--- src/hdl/mbe_pkg.sv ---
`timescale 1ns / 1ps
// Shared types, constants and the log lookup table of the escape-time block.
package mbe_pkg;

	localparam int MAX_ITER = 255;
	localparam int GRID_DIM = 1024;
	localparam int FRAC_BITS = 28;
	localparam int ROM_DEPTH = 256;
	localparam logic [63:0] LOG10_2_Q32 = 64'd1292913986;

	localparam logic signed [31:0] REAL_MIN_RST = -32'sd536870912;
	localparam logic signed [31:0] IMAG_MIN_RST = -32'sd268435456;
	localparam logic [30:0] STEP_RST = 31'd1048576;
	localparam logic [7:0] MAX_ITER_RST = 8'd255;

	localparam logic [7:0] CFG_REAL_MIN = 8'd0;
	localparam logic [7:0] CFG_IMAG_MIN = 8'd1;
	localparam logic [7:0] CFG_STEP = 8'd2;
	localparam logic [7:0] CFG_MAX_ITER = 8'd3;

	localparam logic signed [63:0] SAT_HI = 64'sd2147483647;
	localparam logic signed [63:0] SAT_LO = -64'sd2147483648;
	localparam logic signed [63:0] ESC_LIMIT = 64'sd4 <<< FRAC_BITS;

	typedef struct packed {
		logic load;
		logic init;
		logic mul;
		logic upd;
		logic fin;
	} mbe_cmd_t;

	typedef struct packed {
		logic esc;
		logic last;
	} mbe_sts_t;

	typedef logic [ROM_DEPTH-1:0][15:0] log_rom_t;

	function automatic logic signed [31:0] sat32(input logic signed [63:0] v);
		logic signed [31:0] r;
		if (v > SAT_HI) begin
			r = SAT_HI[31:0];
		end else if (v < SAT_LO) begin
			r = SAT_LO[31:0];
		end else begin
			r = v[31:0];
		end
		return r;
	endfunction

	function automatic log_rom_t build_log_rom();
		log_rom_t rom;
		logic [63:0] m;
		logic [63:0] frac;
		logic [63:0] l;
		logic [63:0] prod;
		int k;
		int nv;
		int e;
		int i;
		rom = '0;
		for (e = 0; e < ROM_DEPTH; e++) begin
			nv = (e == 0) ? 1 : e;
			k = 0;
			while (k < 31 && (nv >> (k + 1)) != 0) begin
				k++;
			end
			if (k > 30) begin
				k = 30;
			end
			m = (64'(nv) << (30 - k)) & 64'hFFFF_FFFF;
			frac = '0;
			for (i = 1; i <= 32; i++) begin
				m = (m * m) >> 30;
				if (m >= 64'h8000_0000) begin
					m = m >> 1;
					frac = frac | (64'd1 << (32 - i));
				end
			end
			l = ((64'(k) << 32) + frac) >> 8;
			prod = l * LOG10_2_Q32;
			rom[e] = 16'(((prod + (64'd1 << 41)) >> 42) + 64'd16384);
		end
		return rom;
	endfunction

	localparam log_rom_t LOG_ROM = build_log_rom();

endpackage

--- src/hdl/mbe_ctrl.sv ---
`timescale 1ns / 1ps
// Controller state machine that sequences point setup and the iteration loop.
module mbe_ctrl (
	input  logic             clk,
	input  logic             arst_n,
	input  logic             start,
	input  mbe_pkg::mbe_sts_t sts,
	output mbe_pkg::mbe_cmd_t cmd,
	output logic             busy,
	output logic             done
);

	typedef enum logic [1:0] {ST_IDLE, ST_CGEN, ST_MUL, ST_UPD} state_t;

	state_t state_q;
	logic   done_q;
	logic   accept;
	logic   finish;

	assign accept = start && (state_q == ST_IDLE);
	assign finish = (state_q == ST_UPD) && (sts.esc || sts.last);

	always_comb begin
		cmd.load = accept;
		cmd.init = (state_q == ST_CGEN);
		cmd.mul = (state_q == ST_MUL);
		cmd.upd = (state_q == ST_UPD) && !sts.esc;
		cmd.fin = finish;
	end

	always_ff @(posedge clk or negedge arst_n) begin
		if (!arst_n) begin
			state_q <= ST_IDLE;
			done_q <= 1'b0;
		end else begin
			done_q <= finish;
			case (state_q)
				ST_IDLE: begin
					if (accept) begin
						state_q <= ST_CGEN;
					end
				end
				ST_CGEN: begin
					state_q <= ST_MUL;
				end
				ST_MUL: begin
					state_q <= ST_UPD;
				end
				ST_UPD: begin
					if (finish) begin
						state_q <= ST_IDLE;
					end else begin
						state_q <= ST_MUL;
					end
				end
				default: begin
					state_q <= ST_IDLE;
				end
			endcase
		end
	end

	assign busy = (state_q != ST_IDLE);
	assign done = done_q;

`ifndef SYNTHESIS
	a_done_idle: assert property (@(posedge clk) disable iff (!arst_n)
		done_q |-> (state_q == ST_IDLE))
		else $error("result strobe while a point is still in progress");
	a_finish_strobe: assert property (@(posedge clk) disable iff (!arst_n)
		finish |=> done_q)
		else $error("finished point gave no result strobe");
	a_accept_setup: assert property (@(posedge clk) disable iff (!arst_n)
		accept |=> (state_q == ST_CGEN))
		else $error("accepted point did not enter setup");
`endif

endmodule

--- config.mk ---
export PLATFORM = sky130hd
export DESIGN_NAME = mbe_ctrl
export DESIGN_NICKNAME = d
export VERILOG_FILES = /design/src/hdl/mbe_pkg.sv /design/src/hdl/mbe_ctrl.sv
export SDC_FILE = /design/constraint.sdc
export NUM_CORES = 1
export LEC_CHECK = 0
export ABC_CLOCK_PERIOD_IN_PS = 3350
export BUFFER_PORTS_ARGS = -buffer_cell sky130_fd_sc_hd__buf_2
export CELL_PAD_IN_SITES_DETAIL_PLACEMENT = 1
export CELL_PAD_IN_SITES_GLOBAL_PLACEMENT = 2
export CORE_AREA = 4 4 41 43
export DETAILED_ROUTE_END_ITERATION = 8
export DIE_AREA = 0 0 45 47
export PLACE_DENSITY_LB_ADDON = 0.05
export SLEW_MARGIN = 20
export SYNTH_ARGS = -nofsm -noshare
export SYNTH_HDL_FRONTEND = slang
export SYNTH_SLANG_ARGS = --single-unit
export TNS_END_PERCENT = 20
--- constraint.sdc ---
create_clock -name clk -period 3.35 [get_ports clk]
set_clock_uncertainty 0.1 [all_clocks]
set_input_delay 1.005 -clock clk [delete_from_list [all_inputs] [get_ports clk]]
set_output_delay 1.005 -clock clk [all_outputs]
set_load 0.05 [all_outputs]
* Yosys cells after proc, flatten, opt, wreduce, memory -nomap -nowiden *
Cells that the tools add are included.

word-level totals
  bits in registers = 3
  input port bits = 5
  output and inout port bits = 7

operators by class
  eq/ne operators = 4
  multiplexer cells = 3
  reductions and logical operators = 7

operators by type and width
  operator              count
  $pmux W2 S4           1
  $eq A2 B2 Y1 const B  2
  $mux W2               2
  $logic_and A1 B1 Y1   3
  $eq A2 B1 Y1 const B  1
  $logic_not A2 Y1      1
  $ne A2 B2 Y1 const B  1
  $reduce_bool A2 Y1    1
  $logic_not A1 Y1      1
  $logic_or A1 B1 Y1    1

* Depth between registers and ports, before layout *
  depth after elaboration = 4
  mapped depth = 3

* Worst setup path before layout *
Ideal clock, no wire load.

  path kind = input to output
  start = input port sts[1] (netlist bit)
  end = output port cmd[1] (netlist bit)
  data arrival time = 1659 ps
  setup slack = 586 ps
  cell stages on the path = 1
  buffers on the path = 0
  cells stage by stage = nor2_1

on the way
  cells in the longest elaborated chain, start to end = 2

RTL lines
  item                 RTL line        RTL
  from (decl)          mbe_ctrl.sv:7   input mbe_pkg::mbe_sts_t sts,
  $logic_not A1 Y1     mbe_ctrl.sv:27  cmd.upd = (state_q == ST_UPD) && !sts.esc;
  $logic_and A1 B1 Y1  mbe_ctrl.sv:27
  to (decl)            mbe_ctrl.sv:8   output mbe_pkg::mbe_cmd_t cmd,

Every way passes these cells.

==> impl_metrics.csv <==
group,metric,value,unit
run_status,status,"complete, no violations",
floorplan,die_x,45,um
sta,drv_slew,0,
sta,setup_violations,0,
final_layout,final_common_cell,"buf_2",
placement,port_buffers,11,
setup_path,cp_max_fo,3,
floorplan,initial_core_util,11.3,%
sta,finalHoldViolCount,0,
setup_path,worstSetupEndpoint,"cmd[0]",
cts,root_buffer,"clkbuf_4",
final_layout,num_antenna_cells,0,
placement,hpwl,339,um
sta,tightest_slew,0.252,ns
grt,grtUsageTotal,4.98,%
run,maxCapViolCount,0,
grt,grt_pass1_wl,690,um
floorplan,die_h,47,um
worst_hold_path,min_path_type,"reg2reg",
cts,post_cts_resized,0,
drt,drt-pass1-iter-count,2,
drt,vias,139,
cts,cts_buffer_depth,2,
setup_path,regToRegSetupSlack,2.42,ns
synthesis,synth_cell_types,9,
setup_path,r2r_start,"state_q[1]$_DFFE_PN0P_",
setup_path,startpoint,"sts[1]",
synthesis,syn_nets,21,
setup_path,path_class,"in2out",
sta,tns,0,ns
final_layout,fin_nets,35,
final_layout,area_delta_synth_final,57.6,%
cts,cts.sinks,3,
grt,grt_max_degree,7,
setup_path,cp.arrival,1.57,ns
floorplan,rows,13,
drt,vias_per_cell,3.16,
setup_path,crit_path_end_kind,"primary output",
floorplan,fp.coreArea,1300,um^2
sta,period_needed,2.67,ns
cts,post_cts_buffers,0,
synthesis,syn-cell-area,148,um^2
drt,wl,421,um
cts,clk_latency,0.23,ns
cts,hold_buffers,0,
synthesis,synthCells,16,
grt,antenna_found_initial,0,
sta,max_freq,374,MHz
final_layout,final_core_util,17.9,%
synthesis,synth_seq_cells,3,
cts,cts_max_level,1,
setup_path,cp.required,2.24,ns
setup_path,startpoint_type,"input port",
cts,cts_buffers,3,
drt,drc,0,
sta,period_share,79.8,%
synthesis,synth_area_per_cell,9.23,um^2
placement,finalWeightedCongestion,0.632,
drt,initialDrtViolationCount,1,
setup_path,r2r-end,"state_q[1]$_DFFE_PN0P_",
final_layout,drive_above_1_share,51.7,%
drt,antenna_left,0,
sta,relSlewSlack,83.3,%
cts,path_clk_slew,0.04,ns
floorplan,io_pins,12,
grt,grt_pass1_vias,176,
synthesis,yosys_warnings,0,
sta,rsz0062_at_grt,"no",
final_layout,layout_common_cells,"11 x buf_2, 5 x nor2_1, 3 x clkbuf_4, 3 x dfrtp_1",
grt,grt_remaining_overflow,0,
drt,routedWlPerCell,9.57,um
cts,cts_tree,"done",
synthesis,yosysSeqAreaShare,50.8,%
setup_path,rr_worst_depth,2,
floorplan,dieArea,2120,um^2
-- layout make-up --
cell class	instances	area (um^2)
repair buffers	11	55.1
multi-input cells	10	53.8
clock buffers	4	26.3
inverters	1	3.75
well taps	15	18.8
flip-flops and latches	3	75.1
fillers	167	1070
-- worst max-delay path, cell delays in order --
cell and delay [ns]:
buf_2 0.11, o211a_1 0.24, buf_2 0.22
-- cell usage after synthesis --
cell,instances,area [um^2]
buf_4,2,15.0
and2_1,1,6.26
nand2_1,1,3.75
o211a_1,1,10.0
nor2_1,5,18.8
nor2b_1,1,6.26
inv_1,1,3.75
and2b_2,1,8.76
dfrtp_1,3,75.1
-- flip-flops by register name (all words and copies together) (netlist names) --
register,flops
state_q,2
done,1
-- layer usage --
metal | track usage (%) | up-vias | share of wire, %
li1 | - | 74 | -
met1 | 4.33 | 58 | 35
met2 | 7.63 | 7 | 52
met3 | 1.92 | 0 | 13
met4 | 7.02 | 0 | 0
met5 | 0 | - | 0
-- through the flow --
| step | instances | worst slack, ns | cell area, um^2 | hold slack, ns |
|---|---|---|---|---|
| after floorplan | 16 | 0.586 | 148 | 0.378 |
| after global placement | 40 | 0.667 | 206 | 0.447 |
| after detailed placement | 40 | 0.671 | 206 | 0.455 |
| after CTS | 44 | 0.669 | 233 | 0.451 |
| after global routing | 44 | 0.637 | 233 | 0.449 |
| final | 44 | 0.675 | 233 | 0.442 |
-- cells by family after synthesis --
group	count (synthesis)	share of synthesized area, %
AND/OR/NAND/NOR	9	29.7
flip-flops	3	50.8
buffers and inverters	3	12.7
AO/OA/AOI/OAI	1	6.78
-- worst min path at each step --
| stage | from | endpoint | slack [ns] | depth (start not counted) |
|---|---|---|---|---|
| after floorplan | state_q[0]$_DFFE_PN0P_ | state_q[0]$_DFFE_PN0P_ | 0.38 | 1 |
| after global placement | state_q[0]$_DFFE_PN0P_ | state_q[0]$_DFFE_PN0P_ | 0.45 | 1 |
| after detailed placement | state_q[0]$_DFFE_PN0P_ | state_q[0]$_DFFE_PN0P_ | 0.46 | 1 |
| after CTS | arst_n | state_q[0]$_DFFE_PN0P_ | 0.45 | 1 |
| after global routing | arst_n | state_q[0]$_DFFE_PN0P_ | 0.45 | 1 |
| final | state_q[0]$_DFFE_PN0P_ | state_q[0]$_DFFE_PN0P_ | 0.44 | 1 |
Power is not shown: default switching activity piles up to over one toggle a cycle in this logic, so the estimate is an artifact.
